## config.mk

```make
export PLATFORM = sky130hd
export DESIGN_NAME = fire_spread_stencil_step
export DESIGN_NICKNAME = d
export VERILOG_FILES = /design/src/rtl/fss_pkg.sv /design/src/rtl/fss_chance.sv /design/src/rtl/fss_front.sv /design/src/rtl/fss_queue.sv /design/src/rtl/fss_back.sv /design/src/rtl/fire_spread_stencil_step.sv
export SDC_FILE = /design/constraint.sdc
export NUM_CORES = 2
export LEC_CHECK = 0
export BUFFER_PORTS_ARGS = -buffer_cell sky130_fd_sc_hd__buf_2
export CORE_AREA = 2 2 234 259
export CTS_BUF_LIST = sky130_fd_sc_hd__clkbuf_2
export DETAILED_ROUTE_END_ITERATION = 6
export DIE_AREA = 0 0 236 261
export GPL_TIMING_DRIVEN = 0
export PLACE_DENSITY_LB_ADDON = 0.08
export SLEW_MARGIN = 20
export SYNTH_ARGS = -nofsm -noshare
export SYNTH_HDL_FRONTEND = slang
export SYNTH_SLANG_ARGS = --single-unit
```

## constraint.sdc

```tcl
create_clock -name clk -period 13.1 [get_ports clk]
set_input_delay 1.31 -clock clk [delete_from_list [all_inputs] [get_ports clk]]
set_output_delay 1.31 -clock clk [all_outputs]
set_load 0.02 [all_outputs]
```

## src/rtl/fss_pkg.sv

```systemverilog
// Shared types, cell codes and chance arithmetic for the forest-fire stencil.
// No dependencies; every other file imports this package.
package fss_pkg;

    // Cell codes
    localparam logic [2:0] CELL_WATER  = 3'd0;
    localparam logic [2:0] CELL_FOREST = 3'd1;
    localparam logic [2:0] CELL_CITY   = 3'd2;
    localparam logic [2:0] CELL_BURN0  = 3'd3;
    localparam logic [2:0] CELL_BURN1  = 3'd4;
    localparam logic [2:0] CELL_BURN2  = 3'd5;
    localparam logic [2:0] CELL_ASH    = 3'd6;

    // Configuration register indexes
    localparam logic [1:0] REG_GRID_WIDTH  = 2'd0;
    localparam logic [1:0] REG_GRID_HEIGHT = 2'd1;
    localparam logic [1:0] REG_FOREST      = 2'd2;
    localparam logic [1:0] REG_CITY        = 2'd3;

    // Reset values of the configuration registers
    localparam logic [10:0] GRID_WIDTH_RESET  = 11'd500;
    localparam logic [10:0] GRID_HEIGHT_RESET = 11'd500;
    localparam logic [15:0] FOREST_RESET      = 16'd27525;
    localparam logic [15:0] CITY_RESET        = 16'd15729;

    localparam logic [20:0] COUNT_MAX   = 21'h1FFFFF;
    localparam int          QUEUE_DEPTH = 4;

    // Ignition chance for forest (entries 0..3) and city (4..7), 1..4 burning neighbors
    typedef logic [7:0][15:0] chance_table_t;

    // One cell to be updated, with its neighborhood already reduced
    typedef struct packed {
        logic [2:0]  center;
        logic [2:0]  burn_count;
        logic [15:0] draw_hi;     // draw in Q0.32, upper half
        logic        draw_lo_nz;  // draw in Q0.32, lower half not zero
        logic [9:0]  row;
        logic [9:0]  column;
        logic        row_done;
        logic        grid_done;
    } job_t;

    // What one accepted word leaves for the back end: up to two cells
    typedef struct packed {
        logic a_valid;
        job_t a;
        logic b_valid;
        job_t b;
    } pair_t;

    // Chance unit status toward the input side
    typedef struct packed {
        logic busy;
        logic pending;
    } chance_status_t;

    function automatic logic is_burning(input logic [2:0] code);
        return (code == CELL_BURN0) || (code == CELL_BURN1) || (code == CELL_BURN2);
    endfunction

    // One survival step: s * q with round half up, back to Q1.16
    function automatic logic [16:0] chance_step(input logic [16:0] s, input logic [16:0] q);
        logic [33:0] prod;
        prod = 34'(s) * 34'(q) + 34'd32768;
        return prod[32:16];
    endfunction

    // Chance from survival, saturated to 16 bits
    function automatic logic [15:0] chance_from_survival(input logic [16:0] s);
        logic [16:0] c;
        c = 17'h10000 - s;
        return c[16] ? 16'hFFFF : c[15:0];
    endfunction

    // Full table for a pair of chances; used for the reset value
    function automatic chance_table_t chance_rows(input logic [15:0] pf, input logic [15:0] pc);
        chance_table_t t;
        logic [16:0]   q;
        logic [16:0]   s;
        for (int h = 0; h < 2; h++)
        begin
            q = 17'h10000 - {1'b0, (h == 0) ? pf : pc};
            s = 17'h10000;
            for (int k = 0; k < 4; k++)
            begin
                s = chance_step(s, q);
                t[h * 4 + k] = chance_from_survival(s);
            end
        end
        return t;
    endfunction

endpackage

```

## src/rtl/fss_chance.sv

```systemverilog
// Chance registers and the sequential unit that rebuilds the ignition table.
// Depends on fss_pkg.
module fss_chance
    import fss_pkg::*;
(
    input  logic           clk,
    input  logic           rst_n,
    input  logic           cfg_we,
    input  logic [1:0]     cfg_index,
    input  logic [15:0]    cfg_data,
    output chance_table_t  table_out,
    output chance_status_t status
);

    localparam chance_table_t TABLE_RESET = chance_rows(FOREST_RESET, CITY_RESET);

    logic [15:0]   forest_reg, forest_next;
    logic [15:0]   city_reg, city_next;
    logic          pend_forest_reg, pend_forest_next;
    logic          pend_city_reg, pend_city_next;
    logic          busy_reg, busy_next;
    logic          sel_reg, sel_next;
    logic [1:0]    step_reg, step_next;
    logic [16:0]   s_reg, s_next;
    logic [16:0]   q_reg, q_next;
    chance_table_t table_reg, table_next;
    logic [16:0]   s_step;

    // Sequence the four survival steps of one half of the table
    always_comb
    begin
        forest_next      = forest_reg;
        city_next        = city_reg;
        pend_forest_next = pend_forest_reg;
        pend_city_next   = pend_city_reg;
        busy_next        = busy_reg;
        sel_next         = sel_reg;
        step_next        = step_reg;
        s_next           = s_reg;
        q_next           = q_reg;
        table_next       = table_reg;
        s_step           = chance_step(s_reg, q_reg);

        if (busy_reg)
        begin
            table_next[{sel_reg, step_reg}] = chance_from_survival(s_step);
            s_next    = s_step;
            step_next = step_reg + 2'd1;
            if (step_reg == 2'd3)
            begin
                busy_next = 1'b0;
            end
        end
        else if (pend_forest_reg || pend_city_reg)
        begin
            busy_next = 1'b1;
            step_next = 2'd0;
            s_next    = 17'h10000;
            if (pend_forest_reg)
            begin
                sel_next         = 1'b0;
                q_next           = 17'h10000 - {1'b0, forest_reg};
                pend_forest_next = 1'b0;
            end
            else
            begin
                sel_next       = 1'b1;
                q_next         = 17'h10000 - {1'b0, city_reg};
                pend_city_next = 1'b0;
            end
        end

        // Latch new chances; a write always leaves a rebuild pending
        if (cfg_we && (cfg_index == REG_FOREST))
        begin
            forest_next      = cfg_data;
            pend_forest_next = 1'b1;
        end
        if (cfg_we && (cfg_index == REG_CITY))
        begin
            city_next      = cfg_data;
            pend_city_next = 1'b1;
        end
    end

    always_ff @(posedge clk or negedge rst_n)
    begin
        if (!rst_n)
        begin
            forest_reg      <= FOREST_RESET;
            city_reg        <= CITY_RESET;
            pend_forest_reg <= 1'b0;
            pend_city_reg   <= 1'b0;
            busy_reg        <= 1'b0;
            sel_reg         <= 1'b0;
            step_reg        <= 2'd0;
            table_reg       <= TABLE_RESET;
        end
        else
        begin
            forest_reg      <= forest_next;
            city_reg        <= city_next;
            pend_forest_reg <= pend_forest_next;
            pend_city_reg   <= pend_city_next;
            busy_reg        <= busy_next;
            sel_reg         <= sel_next;
            step_reg        <= step_next;
            table_reg       <= table_next;
        end
    end

    // Hold the multiplier operands
    always_ff @(posedge clk)
    begin
        s_reg <= s_next;
        q_reg <= q_next;
    end

    assign table_out      = table_reg;
    assign status.busy    = busy_reg;
    assign status.pending = pend_forest_reg || pend_city_reg;

endmodule

```

## src/rtl/fss_front.sv

```systemverilog
// Front end: column window, raster position and neighbor classification.
// Turns each accepted word into up to two cell jobs. Depends on fss_pkg.
module fss_front
    import fss_pkg::*;
#(
    parameter int MAX_WIDTH  = 1024,
    parameter int MAX_HEIGHT = 1024,
    parameter int DRAW_BITS  = 16
)
(
    input  logic                 clk,
    input  logic                 rst_n,
    input  logic                 accept,
    input  logic [2:0]           cell_above,
    input  logic [2:0]           cell_center,
    input  logic [2:0]           cell_below,
    input  logic [DRAW_BITS-1:0] random_draw,
    input  logic [10:0]          grid_width,
    input  logic [10:0]          grid_height,
    output logic                 push,
    output pair_t                pair
);

    localparam int CW  = (MAX_WIDTH > 1) ? $clog2(MAX_WIDTH) : 1;
    localparam int RW  = (MAX_HEIGHT > 1) ? $clog2(MAX_HEIGHT) : 1;
    localparam int WZ  = ($clog2(MAX_WIDTH + 1) > 11) ? $clog2(MAX_WIDTH + 1) : 11;
    localparam int HZ  = ($clog2(MAX_HEIGHT + 1) > 11) ? $clog2(MAX_HEIGHT + 1) : 11;

    logic [CW-1:0] col_reg, col_next;
    logic [RW-1:0] row_reg, row_next;
    logic [8:0]    win0_cells_reg;
    logic [15:0]   win0_hi_reg;
    logic          win0_lo_reg;
    logic [2:0]    win1_center_reg;

    logic [WZ-1:0] w_ext, w_clamp, w_last;
    logic [HZ-1:0] h_ext, h_clamp, h_last;
    logic          last_col, last_row, above_ok, below_ok;
    logic          col_ge1, col_ge2;
    logic [31:0]   draw_q32;
    logic [2:0]    prev_above, prev_center, prev_below;

    // Saturate the grid size and find the edges
    always_comb
    begin
        w_ext   = WZ'(grid_width);
        h_ext   = HZ'(grid_height);
        w_clamp = (w_ext == '0) ? WZ'(1) : ((w_ext > WZ'(MAX_WIDTH)) ? WZ'(MAX_WIDTH) : w_ext);
        h_clamp = (h_ext == '0) ? HZ'(1) : ((h_ext > HZ'(MAX_HEIGHT)) ? HZ'(MAX_HEIGHT) : h_ext);
        w_last  = w_clamp - WZ'(1);
        h_last  = h_clamp - HZ'(1);
        last_col = WZ'(col_reg) >= w_last;
        last_row = HZ'(row_reg) >= h_last;
        above_ok = row_reg != '0;
        below_ok = !last_row;
        col_ge1  = col_reg != '0;
        col_ge2  = {1'b0, col_reg} >= (CW + 1)'(2);
        draw_q32 = 32'(random_draw) << (32 - DRAW_BITS);
        prev_above  = win0_cells_reg[8:6];
        prev_center = win0_cells_reg[5:3];
        prev_below  = win0_cells_reg[2:0];
    end

    // Build the job for the previous cell and, at a row end, for this one
    always_comb
    begin
        pair.a_valid      = col_ge1;
        pair.a.center     = prev_center;
        pair.a.burn_count = 3'(above_ok && is_burning(prev_above))
                          + 3'(below_ok && is_burning(prev_below))
                          + 3'(col_ge2 && is_burning(win1_center_reg))
                          + 3'(is_burning(cell_center));
        pair.a.draw_hi    = win0_hi_reg;
        pair.a.draw_lo_nz = win0_lo_reg;
        pair.a.row        = 10'(row_reg);
        pair.a.column     = 10'(col_reg - CW'(1));
        pair.a.row_done   = 1'b0;
        pair.a.grid_done  = 1'b0;

        pair.b_valid      = last_col;
        pair.b.center     = cell_center;
        pair.b.burn_count = 3'(above_ok && is_burning(cell_above))
                          + 3'(below_ok && is_burning(cell_below))
                          + 3'(col_ge1 && is_burning(prev_center));
        pair.b.draw_hi    = draw_q32[31:16];
        pair.b.draw_lo_nz = |draw_q32[15:0];
        pair.b.row        = 10'(row_reg);
        pair.b.column     = 10'(col_reg);
        pair.b.row_done   = 1'b1;
        pair.b.grid_done  = last_row;

        push = accept && (col_ge1 || last_col);
    end

    // Advance the raster position
    always_comb
    begin
        col_next = col_reg;
        row_next = row_reg;
        if (accept)
        begin
            if (last_col)
            begin
                col_next = '0;
                row_next = last_row ? '0 : row_reg + RW'(1);
            end
            else
            begin
                col_next = col_reg + CW'(1);
            end
        end
    end

    always_ff @(posedge clk or negedge rst_n)
    begin
        if (!rst_n)
        begin
            col_reg         <= '0;
            row_reg         <= '0;
            win0_cells_reg  <= '0;
            win0_hi_reg     <= '0;
            win0_lo_reg     <= 1'b0;
            win1_center_reg <= '0;
        end
        else
        begin
            col_reg <= col_next;
            row_reg <= row_next;
            // Shift the column window
            if (accept)
            begin
                win0_cells_reg  <= {cell_above, cell_center, cell_below};
                win0_hi_reg     <= draw_q32[31:16];
                win0_lo_reg     <= |draw_q32[15:0];
                win1_center_reg <= prev_center;
            end
        end
    end

endmodule

```

## src/rtl/fss_queue.sv

```systemverilog
// Short queue of job pairs between the front and back ends.
// Depends on fss_pkg.
module fss_queue
    import fss_pkg::*;
(
    input  logic  clk,
    input  logic  rst_n,
    input  logic  push,
    input  pair_t push_data,
    input  logic  pop,
    output pair_t head,
    output logic  empty,
    output logic  full
);

    localparam int PW = $clog2(QUEUE_DEPTH);

    pair_t                 mem [QUEUE_DEPTH];
    logic [PW-1:0]         wr_ptr_reg, rd_ptr_reg;
    logic [PW:0]           count_reg, count_next;

    assign empty = count_reg == '0;
    assign full  = count_reg == (PW + 1)'(QUEUE_DEPTH);
    assign head  = mem[rd_ptr_reg];

    always_comb
    begin
        count_next = count_reg;
        case ({push, pop})
            2'b10:   count_next = count_reg + (PW + 1)'(1);
            2'b01:   count_next = count_reg - (PW + 1)'(1);
            default: count_next = count_reg;
        endcase
    end

    // Store a pair
    always_ff @(posedge clk)
    begin
        if (push)
        begin
            mem[wr_ptr_reg] <= push_data;
        end
    end

    always_ff @(posedge clk or negedge rst_n)
    begin
        if (!rst_n)
        begin
            wr_ptr_reg <= '0;
            rd_ptr_reg <= '0;
            count_reg  <= '0;
        end
        else
        begin
            if (push)
            begin
                wr_ptr_reg <= wr_ptr_reg + PW'(1);
            end
            if (pop)
            begin
                rd_ptr_reg <= rd_ptr_reg + PW'(1);
            end
            count_reg <= count_next;
        end
    end

endmodule

```

## src/rtl/fss_back.sv

```systemverilog
// Back end: cell update rule, ignition test, running counts, output register.
// Depends on fss_pkg.
module fss_back
    import fss_pkg::*;
(
    input  logic          clk,
    input  logic          rst_n,
    input  pair_t         head,
    input  logic          empty,
    output logic          pop,
    input  chance_table_t chances,
    output logic          out_valid,
    input  logic          out_ready,
    output logic [2:0]    next_state,
    output logic [9:0]    out_row,
    output logic [9:0]    out_column,
    output logic          ignited,
    output logic          row_done,
    output logic          grid_done,
    output logic [20:0]   new_fire_total,
    output logic [20:0]   active_fire_total
);

    logic        half_reg, half_next;
    logic        valid_reg;
    logic [20:0] new_cnt_reg, new_cnt_next;
    logic [20:0] act_cnt_reg, act_cnt_next;
    logic [2:0]  state_reg;
    logic [9:0]  row_reg, column_reg;
    logic        lit_reg, row_done_reg, grid_done_reg;
    logic [20:0] new_tot_reg, act_tot_reg;

    job_t        job;
    logic        on_a, issue, second;
    logic        candidate, lit;
    logic [2:0]  state_next;
    logic [15:0] chance;
    logic [20:0] new_sum, act_sum;

    // Pick the job at the head and decide the issue
    always_comb
    begin
        on_a   = head.a_valid && !half_reg;
        job    = on_a ? head.a : head.b;
        issue  = !empty && (!valid_reg || out_ready);
        second = on_a && head.b_valid;
        pop    = issue && !second;
        half_next = half_reg;
        if (issue)
        begin
            half_next = second;
        end
    end

    // Apply the cell rule
    always_comb
    begin
        candidate  = (job.center == CELL_FOREST) || (job.center == CELL_CITY);
        chance     = chances[{job.center == CELL_CITY, 2'(job.burn_count - 3'd1)}];
        lit        = candidate && (job.burn_count != 3'd0) && (chance != 16'd0)
                   && ((job.draw_hi < chance)
                       || ((job.draw_hi == chance) && !job.draw_lo_nz));
        case (job.center)
            CELL_FOREST: state_next = lit ? CELL_BURN0 : CELL_FOREST;
            CELL_CITY:   state_next = lit ? CELL_BURN0 : CELL_CITY;
            CELL_BURN0:  state_next = CELL_BURN1;
            CELL_BURN1:  state_next = CELL_BURN2;
            CELL_BURN2:  state_next = CELL_ASH;
            CELL_ASH:    state_next = CELL_ASH;
            default:     state_next = CELL_WATER;
        endcase
        new_sum = (lit && (new_cnt_reg != COUNT_MAX)) ? new_cnt_reg + 21'd1 : new_cnt_reg;
        act_sum = (is_burning(state_next) && (act_cnt_reg != COUNT_MAX))
                ? act_cnt_reg + 21'd1 : act_cnt_reg;
        new_cnt_next = new_cnt_reg;
        act_cnt_next = act_cnt_reg;
        if (issue)
        begin
            // Drop the counts after the last cell of the generation
            new_cnt_next = job.grid_done ? '0 : new_sum;
            act_cnt_next = job.grid_done ? '0 : act_sum;
        end
    end

    always_ff @(posedge clk or negedge rst_n)
    begin
        if (!rst_n)
        begin
            half_reg    <= 1'b0;
            valid_reg   <= 1'b0;
            new_cnt_reg <= '0;
            act_cnt_reg <= '0;
        end
        else
        begin
            half_reg    <= half_next;
            new_cnt_reg <= new_cnt_next;
            act_cnt_reg <= act_cnt_next;
            if (issue)
            begin
                valid_reg <= 1'b1;
            end
            else if (out_ready)
            begin
                valid_reg <= 1'b0;
            end
        end
    end

    // Load the output word
    always_ff @(posedge clk)
    begin
        if (issue)
        begin
            state_reg     <= state_next;
            row_reg       <= job.row;
            column_reg    <= job.column;
            lit_reg       <= lit;
            row_done_reg  <= job.row_done;
            grid_done_reg <= job.grid_done;
            new_tot_reg   <= new_sum;
            act_tot_reg   <= act_sum;
        end
    end

    assign out_valid         = valid_reg;
    assign next_state        = state_reg;
    assign out_row           = row_reg;
    assign out_column        = column_reg;
    assign ignited           = lit_reg;
    assign row_done          = row_done_reg;
    assign grid_done         = grid_done_reg;
    assign new_fire_total    = new_tot_reg;
    assign active_fire_total = act_tot_reg;

endmodule

```

## src/rtl/fire_spread_stencil_step.sv

```systemverilog
// Forest-fire stencil, one generation. A cell's result passes from the word that completes
// its neighborhood via the queue to the output register; a row's last cell leaves after its
// left neighbor. Throughput: one column word per cycle while in_ready is high; config
// writes and a full queue hold input off, as does each chance write until the shared
// multiplier rebuilds four table entries. Reset (rst_n, async, active low) restores the
// size and chance registers and their table, clears the window, position, counts and queue.
module fire_spread_stencil_step
    import fss_pkg::*;
#(
    parameter int MAX_WIDTH  = 1024,
    parameter int MAX_HEIGHT = 1024,
    parameter int DRAW_BITS  = 16
)
(
    input  logic                 clk,
    input  logic                 rst_n,
    input  logic                 cfg_we,
    input  logic [1:0]           cfg_index,
    input  logic [15:0]          cfg_data,
    input  logic                 in_valid,
    output logic                 in_ready,
    input  logic [2:0]           cell_above,
    input  logic [2:0]           cell_center,
    input  logic [2:0]           cell_below,
    input  logic [DRAW_BITS-1:0] random_draw,
    output logic                 out_valid,
    input  logic                 out_ready,
    output logic [2:0]           next_state,
    output logic [9:0]           out_row,
    output logic [9:0]           out_column,
    output logic                 ignited,
    output logic                 row_done,
    output logic                 grid_done,
    output logic [20:0]          new_fire_total,
    output logic [20:0]          active_fire_total
);

    logic [10:0]    grid_width_reg, grid_height_reg;
    chance_table_t  chances;
    chance_status_t chance_status;
    logic           accept, push, pop, q_empty, q_full;
    pair_t          push_pair, head_pair;

    // Hold the grid size registers
    always_ff @(posedge clk or negedge rst_n)
    begin
        if (!rst_n)
        begin
            grid_width_reg  <= GRID_WIDTH_RESET;
            grid_height_reg <= GRID_HEIGHT_RESET;
        end
        else if (cfg_we)
        begin
            if (cfg_index == REG_GRID_WIDTH)
            begin
                grid_width_reg <= cfg_data[10:0];
            end
            if (cfg_index == REG_GRID_HEIGHT)
            begin
                grid_height_reg <= cfg_data[10:0];
            end
        end
    end

    // Take a word when the table is settled, no config write is present and the queue has room
    assign in_ready = !chance_status.busy && !chance_status.pending && !cfg_we && !q_full;
    assign accept   = in_valid && in_ready;

    fss_chance u_chance
    (
        .clk       (clk),
        .rst_n     (rst_n),
        .cfg_we    (cfg_we),
        .cfg_index (cfg_index),
        .cfg_data  (cfg_data),
        .table_out (chances),
        .status    (chance_status)
    );

    fss_front
    #(
        .MAX_WIDTH  (MAX_WIDTH),
        .MAX_HEIGHT (MAX_HEIGHT),
        .DRAW_BITS  (DRAW_BITS)
    )
    u_front
    (
        .clk         (clk),
        .rst_n       (rst_n),
        .accept      (accept),
        .cell_above  (cell_above),
        .cell_center (cell_center),
        .cell_below  (cell_below),
        .random_draw (random_draw),
        .grid_width  (grid_width_reg),
        .grid_height (grid_height_reg),
        .push        (push),
        .pair        (push_pair)
    );

    fss_queue u_queue
    (
        .clk       (clk),
        .rst_n     (rst_n),
        .push      (push),
        .push_data (push_pair),
        .pop       (pop),
        .head      (head_pair),
        .empty     (q_empty),
        .full      (q_full)
    );

    fss_back u_back
    (
        .clk               (clk),
        .rst_n             (rst_n),
        .head              (head_pair),
        .empty             (q_empty),
        .pop               (pop),
        .chances           (chances),
        .out_valid         (out_valid),
        .out_ready         (out_ready),
        .next_state        (next_state),
        .out_row           (out_row),
        .out_column        (out_column),
        .ignited           (ignited),
        .row_done          (row_done),
        .grid_done         (grid_done),
        .new_fire_total    (new_fire_total),
        .active_fire_total (active_fire_total)
    );

endmodule

```

==> run summary <==
status: complete, no violations
cell taking the most area after synthesis: edfxtp_1
top cell type's share of synthesized area: 30.0%
post-synth net total: 3896
DP Cell Count: 4344
final setup fails: 0
Crit. Startpoint: u_chance.q_reg[10]
most frequent CP cell: fa_1
CTS hold repair buffers: 12
Hold Startpoint: random_draw[14]
# resized after CTS: 0
count of antenna-violating nets left after detailed routing: 0
Worst Tran Pin Value: 1.19 ns
Mapped Avg Cell Area: 11.9 sq um
largest net degree at the start of global routing: 103
commonest non-fill, non-tap cell in the layout: nand2_1
synthesized area: 41100 sq um
Hold WC Path Type: in -> reg
Setup Buffers After CTS: 0
max cap viols: 0
first-pass GRT wire length: 160000 microns
Async S/R FF share, synth: 41.2%
CTS root buf: clkbuf_2
GR Overflow Total: 0
Gate Count Post-Synth: 3451
IO buf count: 117
clk slew on worst S/H paths: 0.13 ns
Achievable Freq: 102 MHz
GP Congestion: 0.955
Max-slew headroom: 19.8%
CP Capture Type: flop
Num CTS Buffers: 166
via count: 28700
crit-path leading delay family: adder cells
number of vias per cell: 6.15
initial antenna violation count: 2
initial DRC count: 2580
Fin. Hold Viols: 0
detailed placement HPWL: 72700 microns
Die Y: 261 microns
initial core utilization: 69.4%
fin. max-slew vios: 0
Area after DPL: 42900 sq um
Filler Cells Inserted: 3931
FF+latch count, synth: 697
number of global-route vias before repair: 29600
H-tree depth: 4
CTS tree: built
nets: 4201
GRT Total Usage: 34.1%
Area contributors post-synth: edfxtp_1, dfrtp_1, fa_1, dfstp_2, ha_1
Endpoint, Worst Hold: u_queue.mem[3][35]
worst path buffer plus inverter count: 7
Worst Hold Depth: 1
FF-to-FF path depth: 25
max reg flops: 308
final setup margin: 3.31 ns
DIE AREA: 61600 sq um
clock skew: 0.0948 ns
fin cells: 4670
num ports: 118
Max Root-Sink Buffers: 3
setup slack, reg-to-reg: 3.31 ns
Post-synth top flop: edfxtp_1
Period Utilization, post-route: 74.7%
clk_lat worst skew: 1.39 ns
RSZ-0062 raised after global routing: false
post-route cell area: 44600 sq um
1st-pass router iterations: 6
Cell Rows: 94
Tmin final: 9.79 ns
Most flops, register: u_queue.mem
CP required: 14.29 ns
EDFF count, synth: 410
Die W: 236 microns
sequential area share after synthesis: 47.8%
crit start category: flop
layout cells sized above 1: 18.0%
setup slack at placement: 3.35 ns
synthesis-to-finish area growth: 8.74%
reg2reg start: u_chance.q_reg[10]
wire length per cell: 21.8 microns
most frequent cells in the layout: nand2_1, edfxtp_1, inv_1
clk sinks: 697
core area: 59200 sq um
Remaining DRCs: 0
WP data arrival: 10.98 ns
Worst R2R End: u_chance.table_out[37]
CP Max Fanout: 10
Setup TNS Final: 0 ns
final WL: 102000 microns
max incr delay on CP: 1.02 ns
crit path max-delay cell type: nor3_1
synth warn: 0
Yosys cell types: 86
WS Path Type: reg -> reg
[logic make-up after synthesis]
kind of cell,synth area share (%)
AND/OR/NAND/NOR,13.0
AO/OA/AOI/OAI,6.69
flip-flops,47.8
adder cells (fa/ha/maj),16.2
buffers and inverters,4.61
multiplexers,9.49
XOR/XNOR,2.26
[cell usage after synthesis (all sizes together), types with 13 or more instances]
library cell / instances
or3: 13
inv: 314
nor3b: 15
and2: 177
dfstp: 89
nor2b: 13
mux2i: 69
nor3: 73
nand4: 34
o211ai: 16
mux2: 87
mux4: 97
nand3: 66
nand2: 475
nand2b: 17
a21o: 27
o21ai: 175
clkbuf: 134
o31ai: 20
edfxtp: 410
xnor2: 68
a31oi: 21
fa: 226
nor4: 23
and3: 36
dfrtp: 198
nor2: 112
a21oi: 48
xor2: 38
ha: 171
buf: 27
[cell type report]
class / instances / area [sq um] / share of cell area, %
Buffer: 163 / 708 / 1.59
Antenna cell: 2 / 5.00 / 0.0112
Clock inverter: 74 / 454 / 1.02
Clock buffer: 238 / 1190 / 2.67
Multi-Input combinational cell: 2277 / 19600 / 43.9
Sequential cell: 697 / 19600 / 43.9
Timing Repair Buffer: 137 / 928 / 2.08
Inverter: 314 / 1190 / 2.66
Tap cell: 768 / 961 / 2.15
[how the worst max path moves through the flow]
stage	cells after the start	slack, ns	to
floorplan	26	5.49	u_chance.table_out[108]
CTS	25	3.31	u_chance.table_out[60]
detailed placement	25	3.35	u_chance.table_out[60]
finish	25	3.31	u_chance.table_out[37]
global placement	25	3.45	u_chance.table_out[59]
global route	25	2.62	u_chance.table_out[5]
[through the flow]
| step | util [%] | hold WS [ns] |
|---|---|---|
| after floorplan | - | 0.442 |
| after global placement | 72.0 | 0.453 |
| after detailed placement | 72.4 | 0.463 |
| after CTS | 75.4 | 0.000336 |
| after global routing | 75.5 | 0.0578 |
| final | 75.5 | 0.167 |
[per-layer routing]
layer  share of wire [%]  vias up  wire length [microns]  track usage (%)
li1                    -    12800                      -                -
met1                  38    14300                  38900             42.5
met2                  50     1268                  50800             57.6
met3                 7.0      295                   7150             6.29
met4                 4.8        0                   4860             17.9
met5                   0        -                      0                0
Power is not shown: default switching activity piles up to over one toggle a cycle in this logic, so the estimate is an artifact.
